### config.mk
export PLATFORM = sky130hd
export DESIGN_NAME = hrcp_ctrl
export DESIGN_NICKNAME = d
export VERILOG_FILES = /design/src/hdl/head_range_core_partitioner_macros.svh /design/src/hdl/hrcp_pkg.sv /design/src/hdl/hrcp_ctrl.sv
export SDC_FILE = /design/constraint.sdc
export NUM_CORES = 1
export LEC_CHECK = 0
export ABC_AREA = 0
export BUFFER_PORTS_ARGS = -buffer_cell sky130_fd_sc_hd__clkbuf_2
export CORE_MARGIN = 2
export CORE_UTILIZATION = 48
export DETAILED_ROUTE_END_ITERATION = 7
export PLACE_DENSITY = 0.73
export SLEW_MARGIN = 20
export SYNTH_ARGS = -nofsm -noshare
export SYNTH_HDL_FRONTEND = slang
export SYNTH_SLANG_ARGS = --single-unit
### constraint.sdc
create_clock -name clock -period 2.1 [get_ports clock]
set_input_delay 0.525 -clock clock [delete_from_list [all_inputs] [get_ports clock]]
set_output_delay 0.525 -clock clock [all_outputs]
set_load 0.01 [all_outputs]
### src/hdl/head_range_core_partitioner_macros.svh
// Assertion macros shared by the partitioner's checking code.
`ifndef HEAD_RANGE_CORE_PARTITIONER_MACROS_SVH
`define HEAD_RANGE_CORE_PARTITIONER_MACROS_SVH

// Same-cycle implication, off while reset is high.
`define HRCP_ASSERT_SAME(label, clk, rst, ante, cons, msg) \
   label: assert property (@(posedge clk) disable iff (rst) (ante) |-> (cons)) \
      else $error(msg);

// Next-cycle implication, off while reset is high.
`define HRCP_ASSERT_NEXT(label, clk, rst, ante, cons, msg) \
   label: assert property (@(posedge clk) disable iff (rst) (ante) |=> (cons)) \
      else $error(msg);

`endif

### src/hdl/hrcp_pkg.sv
// Shared constants, payload types and control structs of the head range partitioner.
package hrcp_pkg;

   localparam int MAX_BATCHES = 256;
   localparam int MAX_CORES   = 64;
   localparam int MAX_HEADS   = 256;

   localparam int BATCH_AW = $clog2(MAX_BATCHES);
   localparam int FILL_W   = $clog2(MAX_BATCHES + 1);
   localparam int CORE_W   = $clog2(MAX_CORES + 1);

   localparam int LEN_W   = 16;
   localparam int BLK_W   = 16;
   localparam int HEAD_W  = 9;
   localparam int CCNT_W  = 7;
   localparam int TOTAL_W = 32;
   localparam int CIDX_W  = 6;
   localparam int HIDX_W  = 16;
   localparam int HOFF_W  = HEAD_W - 1;
   localparam int TASK_W  = FILL_W + HEAD_W;

   localparam int DIV_W          = 32;
   localparam int DVSR_W         = 16;
   localparam int DIV_CNT_W      = $clog2(DIV_W + 1);
   localparam int DIV_STEPS_LEN  = LEN_W;
   localparam int DIV_STEPS_FULL = DIV_W;

   localparam int CSR_AW   = 4;
   localparam int CSR_DW   = 32;
   localparam int CSR_IDXW = CSR_AW - 2;

   typedef logic [CSR_IDXW-1:0] csr_idx_type;
   localparam csr_idx_type CSR_CORE_COUNT = csr_idx_type'(0);
   localparam csr_idx_type CSR_HEAD_COUNT = csr_idx_type'(1);
   localparam csr_idx_type CSR_BSIZE      = csr_idx_type'(2);

   localparam logic [CCNT_W-1:0] CORE_COUNT_RST = CCNT_W'(48);
   localparam logic [HEAD_W-1:0] HEAD_COUNT_RST = HEAD_W'(1);
   localparam logic [BLK_W-1:0]  BSIZE_RST      = BLK_W'(64);

   typedef struct packed {
      logic [LEN_W-1:0] seq_len;
      logic             last_batch;
   } req_type;

   typedef struct packed {
      logic [CIDX_W-1:0] core_index;
      logic [HIDX_W-1:0] first_head;
      logic [HIDX_W-1:0] last_head;
      logic              final_core;
      logic              overflow;
   } rsp_type;

   typedef struct packed {
      logic accept;
      logic store;
      logic emit_ovf;
      logic mul;
      logic div_tgt;
      logic rd;
      logic acc;
      logic emit;
      logic clear;
   } cmd_type;

   typedef struct packed {
      logic div_done;
      logic last_item;
      logic ovf_now;
      logic guard;
      logic hit;
      logic last_core;
   } status_type;

endpackage

### src/hdl/hrcp_ctrl.sv
// Controller state machine: sequences word intake and the per-core partition walk.
module hrcp_ctrl (
   input  logic                 clock,
   input  logic                 reset,
   input  logic                 start,
   output logic                 busy,
   input  hrcp_pkg::status_type status,
   output hrcp_pkg::cmd_type    cmd
);
   import hrcp_pkg::*;

   typedef enum logic [9:0] {
      IDLE     = 10'b00_0000_0001,
      DIV_LEN  = 10'b00_0000_0010,
      STORE    = 10'b00_0000_0100,
      EMIT_OVF = 10'b00_0000_1000,
      MUL      = 10'b00_0001_0000,
      TGT      = 10'b00_0010_0000,
      TGT_WAIT = 10'b00_0100_0000,
      CHK      = 10'b00_1000_0000,
      ACC      = 10'b01_0000_0000,
      EMIT     = 10'b10_0000_0000
   } state_type;

   state_type st_ff, st_in;

   always_comb begin
      st_in = st_ff;
      cmd   = '0;
      case (st_ff)
         IDLE: begin
            if (start) begin
               cmd.accept = 1'b1;
               st_in      = DIV_LEN;
            end
         end
         DIV_LEN: begin
            if (status.div_done) begin
               st_in = STORE;
            end
         end
         STORE: begin
            cmd.store = 1'b1;
            if (!status.last_item) begin
               st_in = IDLE;
            end else if (status.ovf_now) begin
               st_in = EMIT_OVF;
            end else begin
               st_in = MUL;
            end
         end
         EMIT_OVF: begin
            cmd.emit_ovf = 1'b1;
            cmd.clear    = 1'b1;
            st_in        = IDLE;
         end
         MUL: begin
            cmd.mul = 1'b1;
            st_in   = TGT;
         end
         TGT: begin
            cmd.div_tgt = 1'b1;
            st_in       = TGT_WAIT;
         end
         TGT_WAIT: begin
            if (status.div_done) begin
               st_in = CHK;
            end
         end
         CHK: begin
            // Fetch the block count of the current task while enough tasks remain.
            if (status.guard) begin
               cmd.rd = 1'b1;
               st_in  = ACC;
            end else begin
               st_in = EMIT;
            end
         end
         ACC: begin
            cmd.acc = 1'b1;
            st_in   = status.hit ? EMIT : CHK;
         end
         EMIT: begin
            cmd.emit = 1'b1;
            if (status.last_core) begin
               cmd.clear = 1'b1;
               st_in     = IDLE;
            end else begin
               st_in = TGT;
            end
         end
         default: begin
            st_in = IDLE;
         end
      endcase
   end

   always_ff @(posedge clock) begin
      if (reset) begin
         st_ff <= IDLE;
      end else begin
         st_ff <= st_in;
      end
   end

   assign busy = (st_ff != IDLE);

endmodule

* Word-level counts from Yosys, hierarchy flattened
Cells that the tools add are included.
** Word-level totals
- Output and inout port bits :: 10
- Logic and storage cells :: 37
- Register bits :: 10
** Operators by class
- Equality and inequality tests :: 14
- Mux-type cells :: 21
- Reductions and logical operators :: 1
** Operators by type and width (number)
- case mux 10 bit (9 select lines) :: 1
- two-way mux 10 bit :: 6
- two-way mux 1 bit :: 11
- == test 10 x 1 -> 1 bit, second input constant :: 1
- == test 10 bit, second input constant :: 1
- == test 10 x 2 -> 1 bit, second input constant :: 1
- == test 10 x 3 -> 1 bit, second input constant :: 1
- == test 10 x 4 -> 1 bit, second input constant :: 1
- == test 10 x 5 -> 1 bit, second input constant :: 1
- == test 10 x 6 -> 1 bit, second input constant :: 1
- == test 10 x 7 -> 1 bit, second input constant :: 1
- == test 10 x 8 -> 1 bit, second input constant :: 1
- == test 10 x 9 -> 1 bit, second input constant :: 1
- != test 10 x 1 -> 1 bit, second input constant :: 1
- two-way mux 6 bit :: 1
- != test 2 bit, second input constant :: 3
- two-way mux 5 bit :: 1
- AND reduction 3 bit :: 1
- case mux 1 bit (2 select lines) :: 1

* Depth between registers and ports, before layout
Gate-level depths: netlist of the first run.
- Depth in word-level cells :: 3
- Gate-level depth with buffers :: 6
- Mapped depth without buffers :: 5

* Least setup slack after synthesis of the first run
OpenSTA, ideal clock, no wires.
- Kind :: register -> output
- Start :: register st_ff[4]
- End :: output cmd[0] in the netlist's numbering
- Buffers on the path :: 1
- Data arrival time :: 1.579 ns
- Setup slack :: -0.004 ns
- Required time :: 1.575 ns
- Stages on the path, launching flop included :: 5
- Path through :: dfxtp_1 > buf_6 > or4_4 > nor4_1 > a21o_1
** RTL lines
- start, declared :: line hrcp_ctrl.sv:25 : state_type st_ff, st_in;
- start signal, assigned :: line hrcp_ctrl.sv:102 : st_ff <= st_in;
- end, declared :: line hrcp_ctrl.sv:8 : output hrcp_pkg::cmd_type cmd

==> qor.csv, run 1 <==
metric,value,unit
failing checks,negative setup slack,
power per cell area,422.2,nW/um^2
vias in the first global route,618,
clk_lat worst skew,260,ps
HP Start,status[3],
Hold Path Sink,st_ff[4]$_SDFFE_PP0P_,
Yosys top cell by area,dfxtp_1,
Top Ports,19,
ys flop type,dfxtp_1,
"top cells by count, synth","nor2_1, dfxtp_1, inv_1",
Final Instance Area,1017,sq um
clock buffer count from CTS,3,
"Cell Count, Final, Fillers Out",134,
DR pass1 iterations,5,
clk_skew,0.5945,ps
Worst R2R Start,st_ff[5]$_SDFFE_PP0P_,
nets,130,
Post-Route WL,2128,um
area of placed instances,809.5,sq um
layout cells sized above 1,0.4958,
CP endpoint kind,output port,
Vias per Instance,6.022,
VDD IR max,0.3107,mV
status,"finished, violations left",
Largest regs,st_ff: 10 flops,
clk slew on worst S/H paths,70,ps
Cells after Synth,81,
Layout Area Growth over Synthesis,57.86,%
# setup viols final,10,
setup slack after layout,-164.9,ps
placer congestion estimate,0.9000,
end of the worst register-to-register path,st_ff[8]$_SDFFE_PP0P_,
syn_nets,90,
Inserted Diodes,0,
Placed Cells,120,
CTS max path bufs,2,
hold path cells,2,
Area contributors post-synth,"dfxtp_1, nor2_1, nor3_1, nor4_1, inv_1",
GR Util All Layers,0.2480,
share of synthesized registers carrying an async set or reset,0,
first-pass GRT wire length,2573,um
leakage,0.4939,nW
max reg flops,10,
die width,40.64,um
"Hold Violations, Final",0,
Post-synth EDFFs,0,
Die H,40.64,um
pre-CTS WS,82.47,ps
most frequent cell after synthesis,nor2_1,
critical path class,reg -> out,
Finished Core Util,0.7916,
setup TNS,-755.8,ps
R2R Setup Slk,-90,ps
fin. max-slew vios,0,
post-synthesis register bit count,10,
required time worst endpoint,1570,ps
post-synth top area share,0.3107,
# fillers,98,
RSZ-0062 raised after global routing,yes,
Post-Syn Area per Cell,7.955,sq um
max cap viols,0,
core region area,1285,sq um
ANT nets after route,0,
pin count of the biggest net entering global routing,9,
sequential area share after synthesis,0.3107,
CTS tree,yes,
post-synthesis cell type count,36,
Slew HR,0.7665,
GR Overflow Total,0,
First DRT Iteration DRCs,25,
Hold Path Class,in -> reg,
row count,13,
critical path peak fanout,3,
Hold Buf Count CTS,0,
DRC viols,0,
clock tree sinks,10,
crit path launch type,flop,
CTS H-tree lvls,1,
wire per inst,15.88,um
period utilization,1.079,
Max Clk Rate,441.5,MHz
CP arrival,1740,ps
DP HPWL,1321,um
warnings from Yosys,0,
die area,1652,sq um
via count,807,
largest register by flop count,st_ff,
Root Buffer,clkbuf_4,
Worst Tran Pin Value,349.8,ps
area of the mapped netlist,644.4,sq um
PortBufs,18,
"Min Clock Period, post-route",2265,ps
Reg2Reg Depth,10,
Initial Util,0.5015,
initial antenna violation count,0,
[cell usage in the layout (no fill, tap or decap), drive strengths merged]
master,instances
o21ai,2
o211ai,1
nor4bb,1
or2,1
or4b,1
buf,28
nand2b,1
nand3,2
nor4,4
nor3b,1
a22oi,1
o22ai,1
or4,2
and4b,1
nor3,5
xor2,2
dfxtp,10
nor2,11
nor4b,1
and4,2
a21oi,4
nand2,3
o211a,1
nand4,3
and2b,1
and3,2
a311oi,1
or3,1
a21o,2
inv,6
clkbuf,14
nand3b,2
o21bai,1
[logic make-up after synthesis]
kind of cell,Yosys count,share of synthesized area
xor+xnor,2,0.02719
simple gates,45,0.4272
buf+inv,10,0.07376
flops,10,0.3107
compound gates,14,0.1612
[report_power, final]
group | switching, mW | internal (mW) | leakage, nW
Sequential | 0.00246 | 0.194 | 0.0820
Combinational | 0.0531 | 0.0467 | 0.398
Clock | 0.0674 | 0.0663 | 0.0138
Total | 0.123 | 0.306 | 0.494
[worst max-delay path, stage by stage, from the launching register on]
cell and delay [ps]:
dfxtp_1 310, or4_4 590, nor4_4 250, nand2_1 120, inv_1 70, buf_2 120
[what timing repair did]
item	CTS	global route
setup endpoints to repair	8	9
setup buffers	8	3
resized for setup	9	17
pin swaps	5	8
cloned	0	0
[how the worst max path moves through the flow]
stage	startpoint	endpoint
after floorplan	st_ff[6]$_SDFFE_PP0P_	cmd[8]
after global placement	st_ff[9]$_SDFFE_PP0P_	cmd[3]
after detailed placement	st_ff[9]$_SDFFE_PP0P_	cmd[3]
after CTS	st_ff[5]$_SDFFE_PP0P_	cmd[7]
after global routing	st_ff[5]$_SDFFE_PP0P_	cmd[3]
final	st_ff[5]$_SDFFE_PP0P_	cmd[3]
[per-stage QoR]
| stage | hold slack (ps) | power (mW) |
|---|---|---|
| after floorplan | 548.2 | 0.2482 |
| after global placement | 637.2 | 0.2754 |
| after detailed placement | 639.2 | 0.2771 |
| after CTS | 427.9 | 0.4136 |
| after global routing | 431.7 | 0.4436 |
| final | 425.2 | 0.4295 |
[final cells by class]
type / instances / area (sq um) / share of cell area
Timing Repair Buffer: 39 / 260.3 / 0.2558
Tap cell: 15 / 18.77 / 0.01845
Clock buffer: 3 / 22.52 / 0.02214
Multi-Input combinational cell: 61 / 490.5 / 0.4822
Inverter: 6 / 22.52 / 0.02214
Sequential cell: 10 / 202.7 / 0.1993
[layer usage]
metal / GRT usage / wire (um) / up-vias
met2: 0.4365 / 1076 / 44
met1: 0.2772 / 830 / 378
li1: - / - / 375
met4: 0.1500 / 87 / 0
met3: 0.03804 / 134 / 10
met5: 0 / 0 / -
No activity file was read; power rests on OpenSTA's default activity.
==> inputs of run 2 (changes only) <==
- REMOVE_ABC_BUFFERS: not set -> 1
==> qor.csv, run 2 (synthesized netlist as in run 1, its figures left out) <==
metric,value,unit,change
status,"finished, violations left",,unchanged
failing checks,negative setup slack,,unchanged
critical path class,reg -> out,,unchanged
Layout Area Growth over Synthesis,76.12,%,was 57.86%
CP endpoint kind,output port,,unchanged
pin count of the biggest net entering global routing,9,,unchanged
ANT nets after route,0,,unchanged
die width,40.64,um,unchanged
core region area,1285,sq um,unchanged
Vias per Instance,6.414,,was 6.022
largest register by flop count,st_ff,,unchanged
CTS max path bufs,2,,unchanged
DRC viols,0,,unchanged
"Min Clock Period, post-route",2343,ps,was 2265 ps
"Hold Violations, Final",0,,unchanged
clock tree sinks,10,,unchanged
period utilization,1.116,,was 1.079
most frequent cells in the layout,"buf_4, nor2_1, clkbuf_2",,"was buf_4, clkbuf_2, nor2_1"
Reg2Reg Depth,6,,was 10
critical path peak fanout,4,,was 3
via count,930,,was 807
setup slack after layout,-242.8,ps,was -164.9 ps
Max Clk Rate,426.8,MHz,was 441.5 MHz
worst setup path startpoint,st_ff[4]$_SDFFE_PP0P_,,was st_ff[5]$_SDFFE_PP0P_
wire per inst,19.71,um,was 15.88 um
DP HPWL,1362,um,was 1321 um
Hold WS,417.1,ps,was 425.2 ps
PortBufs,18,,unchanged
RSZ-0062 raised after global routing,yes,,unchanged
Die H,40.64,um,unchanged
"Cell Count, Final, Fillers Out",145,,was 134
clk slew on worst S/H paths,60,ps,was 70 ps
clk_skew,14.94,ps,was 0.5945 ps
R2R Setup Slk,0,ps,was -90 ps
Initial Util,0.5015,,unchanged
DR pass1 iterations,4,,was 5
leakage,0.5597,nW,was 0.4939 nW
area of placed instances,818.3,sq um,was 809.5 sq um
fin. max-slew vios,0,,unchanged
CP arrival,1820,ps,was 1740 ps
# fillers,65,,was 98
row count,13,,unchanged
max cap viols,0,,unchanged
Worst R2R Start,st_ff[2]$_SDFFE_PP0P_,,was st_ff[5]$_SDFFE_PP0P_
First DRT Iteration DRCs,104,,was 25
# setup viols final,10,,unchanged
CTS H-tree lvls,1,,unchanged
Slew HR,0.7514,,was 0.7665
"commonest non-fill, non-tap cell in the layout",buf_4,,unchanged
setup TNS,-1018,ps,was -755.8 ps
max reg flops,10,,unchanged
placer congestion estimate,0.8297,,was 0.9000
VDD IR max,0.4557,mV,was 0.3107 mV
clock buffer count from CTS,3,,unchanged
Top Ports,19,,unchanged
GR Util All Layers,0.3428,,was 0.2480
initial antenna violation count,0,,unchanged
crit path launch type,flop,,unchanged
Hold Path Class,in -> reg,,unchanged
layout cells sized above 1,0.5615,,was 0.4958
Seq. cell area,207.7,sq um,was 202.7 sq um
Worst Tran Pin Value,370.0,ps,was 349.8 ps
CTS tree,yes,,unchanged
pre-CTS WS,57.17,ps,was 82.47 ps
first-pass GRT wire length,3629,um,was 2573 um
Final Instance Area,1135,sq um,was 1017 sq um
end of the worst register-to-register path,st_ff[5]$_SDFFE_PP0P_,,was st_ff[8]$_SDFFE_PP0P_
required time worst endpoint,1570,ps,about the same
Worst Setup EP,cmd[3],,unchanged
Largest regs,st_ff: 10 flops,,unchanged
power per cell area,446.5,nW/um^2,was 422.2 nW/um^2
multi-input logic area,495.5,sq um,was 490.5 sq um
die area,1652,sq um,unchanged
Root Buffer,clkbuf_4,,unchanged
nets,140,,was 130
vias in the first global route,790,,was 618
Hold Buf Count CTS,0,,unchanged
Inserted Diodes,0,,unchanged
clk_lat worst skew,280,ps,was 260 ps
GR Overflow Total,0,,unchanged
Placed Cells,122,,was 120
Post-Route WL,2858,um,was 2128 um
==> run 2: how the worst min path moves through the flow <==
stage,from,slack [ps],end,cells past startpoint
2_1_floorplan,st_ff[6]$_SDFFE_PP0P_,550,st_ff[6]$_SDFFE_PP0P_,2
3_3_place_gp,st_ff[6]$_SDFFE_PP0P_,630,st_ff[6]$_SDFFE_PP0P_,3
3_5_place_dp,st_ff[6]$_SDFFE_PP0P_,640,st_ff[6]$_SDFFE_PP0P_,3
4_1_cts,status[3],420,st_ff[4]$_SDFFE_PP0P_,2
5_1_grt,status[3],420,st_ff[4]$_SDFFE_PP0P_,2
6_report,status[3],420,st_ff[4]$_SDFFE_PP0P_,2
==> run 2: through the flow <==
stage / util / total power [mW]
after CTS: 0.8199 / 0.4906
after global routing: 0.8832 / 0.5217
after detailed placement: 0.6368 / 0.2800
final: 0.8832 / 0.5067
after global placement: 0.6368 / 0.2787
after floorplan: - / 0.2457
==> run 2: repair_timing <==
item | CTS | global route
resized for setup | 11 | 26
setup buffers | 18 | 6
endpoints found under the setup margin | 8 | 12
pin swaps | 7 | 12
cloned | 0 | 0
==> run 2: worst max-delay path, cell delays in order (launching register included) <==
cell and delay [ps]:
dfxtp_2 320, or4_4 600, nor4_4 270, nand2_1 160, inv_2 90, buf_6 100
==> run 2: cell type report <==
type,count,area share
multi-input combinational,61,0.4366
timing repair buffer,49,0.3120
sequential,10,0.1830
clock buffer,4,0.03197
inverter,6,0.01985
tap,15,0.01654
==> run 2: layer usage <==
| layer | GRT usage | part of all wire |
|---|---|---|
| met2 | 0.5595 | 0.46 |
| met1 | 0.4086 | 0.38 |
| met4 | 0.1833 | 0.041 |
| met5 | 0 | 0 |
| met3 | 0.08696 | 0.12 |
==> run 2: power by group <==
part	switching [mW]	internal (mW)	total, mW
registers	0.00281	0.192	0.195
logic	0.0659	0.0668	0.133
clock network	0.0736	0.105	0.179
total	0.142	0.364	0.507
==> inputs of run 3 (changes only) <==
- CELL_PAD_IN_SITES_DETAIL_PLACEMENT: not set -> 0
- CELL_PAD_IN_SITES_GLOBAL_PLACEMENT: not set -> 1
- CORE_UTILIZATION: 48 -> 35
- PLACE_DENSITY: 0.73 -> 0.74
==> qor.csv, run 3 (synthesized netlist as in run 1, its figures left out) <==
metric,value,unit,change
Largest regs,st_ff: 10 flops,,unchanged
period utilization,1.085,,was 1.116
wire per inst,13.92,um,was 19.71 um
critical path peak fanout,3,,was 4
# fillers,161,,was 65
HP Start,status[3],,unchanged
clock buffer count from CTS,3,,unchanged
Worst Tran Pin Value,340.2,ps,was 370.0 ps
power per cell area,417.6,nW/um^2,was 446.5 nW/um^2
First DRT Iteration DRCs,10,,was 104
die area,2200,sq um,was 1652 sq um
crit-path cells,or4_4 > buf_4 > nor4_4 > a21o_1 > clkbuf_2,,was or4_4 > nor4_4 > nand2_1 > inv_2 > buf_6
row count,15,,was 13
core region area,1727,sq um,was 1285 sq um
CP max-delay cell,or4_4,,unchanged
layout cells sized above 1,0.5378,,was 0.5615
Hold Path Class,in -> reg,,unchanged
"Hold Violations, Final",0,,unchanged
max cap viols,0,,unchanged
CTS tree,yes,,unchanged
Max Clk Rate,438.8,MHz,was 426.8 MHz
critical path class,reg -> out,,unchanged
Root Buffer,clkbuf_4,,unchanged
crit path launch type,flop,,unchanged
fin. max-slew vios,0,,unchanged
required time worst endpoint,1570,ps,about the same
clk slew on worst S/H paths,70,ps,was 60 ps
CP peak stage delay,580,ps,was 600 ps
clk_lat worst skew,270,ps,was 280 ps
clk_skew,8.341,ps,was 14.94 ps
CP arrival,1750,ps,was 1820 ps
Die H,46.91,um,was 40.64 um
Inserted Diodes,0,,unchanged
Worst R2R Start,st_ff[1]$_SDFFE_PP0P_,,was st_ff[2]$_SDFFE_PP0P_
vias in the first global route,643,,was 790
largest register by flop count,st_ff,,unchanged
Top Ports,19,,unchanged
Hold Path Sink,st_ff[4]$_SDFFE_PP0P_,,unchanged
R2R Setup Slk,-90,ps,was 0 ps
CTS max path bufs,2,,unchanged
hold path cells,2,,unchanged
die width,46.91,um,was 40.64 um
Slew HR,0.7715,,was 0.7514
max reg flops,10,,unchanged
Layout Area Growth over Synthesis,67.96,%,was 76.12%
# setup viols final,6,,was 10
CP endpoint kind,output port,,unchanged
initial antenna violation count,0,,unchanged
ANT nets after route,0,,unchanged
nets,130,,was 140
status,"finished, violations left",,unchanged
Post-Route WL,2005,um,was 2858 um
most frequent cells in the layout,"buf_4, clkbuf_2, nor2_1",,"was buf_4, nor2_1, clkbuf_2"
VDD IR max,0.2221,mV,was 0.4557 mV
setup slack after layout,-178.8,ps,was -242.8 ps
end of the worst register-to-register path,st_ff[0]$_SDFFE_PP1P_,,was st_ff[5]$_SDFFE_PP0P_
Vias per Instance,5.431,,was 6.414
pre-CTS WS,61.64,ps,was 57.17 ps
"commonest non-fill, non-tap cell in the layout",buf_4,,unchanged
DP HPWL,1338,um,was 1362 um
Initial Util,0.3732,,was 0.5015
placer congestion estimate,0.8264,,was 0.8297
leakage,0.5143,nW,was 0.5597 nW
via count,782,,was 930
GR Util All Layers,0.1945,,was 0.3428
Finished Core Util,0.6268,,was 0.8832
DR pass1 iterations,4,,unchanged
first-pass GRT wire length,2918,um,was 3629 um
GR Overflow Total,0,,unchanged
pin count of the biggest net entering global routing,9,,unchanged
DRC viols,0,,unchanged
RSZ-0062 raised after global routing,yes,,unchanged
failing checks,negative setup slack,,unchanged
CTS H-tree lvls,1,,unchanged
Reg2Reg Depth,10,,was 6
PortBufs,18,,unchanged
"Min Clock Period, post-route",2279,ps,was 2343 ps
clock tree sinks,10,,unchanged
[run 3: cell count changes in the layout (fill, tap and decap cells not counted), sizes merged]
| cell | delta |
|---|---|
| buf | -12 |
| clkbuf | +1 |
[run 3: area by class of cell]
type | instances | area [sq um] | area share
multi-input combinational | 61 | 520.5 | 0.4809
timing repair buffer | 39 | 279.0 | 0.2578
sequential | 10 | 206.4 | 0.1908
tap | 25 | 31.28 | 0.02890
clock buffer | 3 | 22.52 | 0.02081
inverter | 6 | 22.52 | 0.02081
[run 3: worst max-delay path by stage]
stage                          startpoint     end  slack, ps  cells after the start
global route        st_ff[1]$_SDFFE_PP0P_  cmd[3]       -230                      5
detailed placement  st_ff[9]$_SDFFE_PP0P_  cmd[3]         60                      5
floorplan           st_ff[9]$_SDFFE_PP0P_  cmd[0]          2                      3
CTS                 st_ff[9]$_SDFFE_PP0P_  cmd[7]       -100                      5
finish              st_ff[1]$_SDFFE_PP0P_  cmd[0]       -180                      5
global placement    st_ff[1]$_SDFFE_PP0P_  cmd[3]         30                      5
[run 3: worst max-delay path: cells and delay by family (launching register included)]
| family | cells | cell delay, ps |
|---|---|---|
| flops | 1 | 330 |
| buf+inv | 2 | 290 |
| compound gates | 1 | 110 |
| simple gates | 2 | 750 |
[run 3: through the flow]
| stage | power [mW] | cells | hold WS, ps | TNS (ps) | instance area (sq um) |
|---|---|---|---|---|---|
| global placement | 0.2770 | 131 | 652.7 | 0 | 823.3 |
| detailed placement | 0.2768 | 131 | 656.7 | 0 | 823.3 |
| global route | 0.4720 | 144 | 441.1 | -1310 | 1082 |
| finish | 0.4520 | 144 | 438.0 | -674.1 | 1082 |
| CTS | 0.4321 | 141 | 438.5 | -288.3 | 973.4 |
| floorplan | 0.2457 | 77 | 548.2 | 0 | 619.3 |
[run 3: power by group]
part,total (mW),switching (mW),internal (mW)
Combinational,0.122,0.0582,0.0643
Sequential,0.196,0.00333,0.193
Clock,0.134,0.0673,0.0662
[run 3: per-layer routing]
metal	wire length (um)	up-vias	share of wire	GRT usage
met1	898	370	0.45	0.2442
met3	73	7	0.036	0.03462
met5	0	-	0	0
li1	-	378	-	-
met2	997	27	0.50	0.3342
met4	35	0	0.017	0.06667
[run 3: repair_timing]
item | 4_1_cts | 5_1_grt
resized for setup | 12 | 27
setup buffers | 8 | 4
setup endpoints to repair | 8 | 11
pin swaps | 4 | 10
hold buffers | 0 | 0
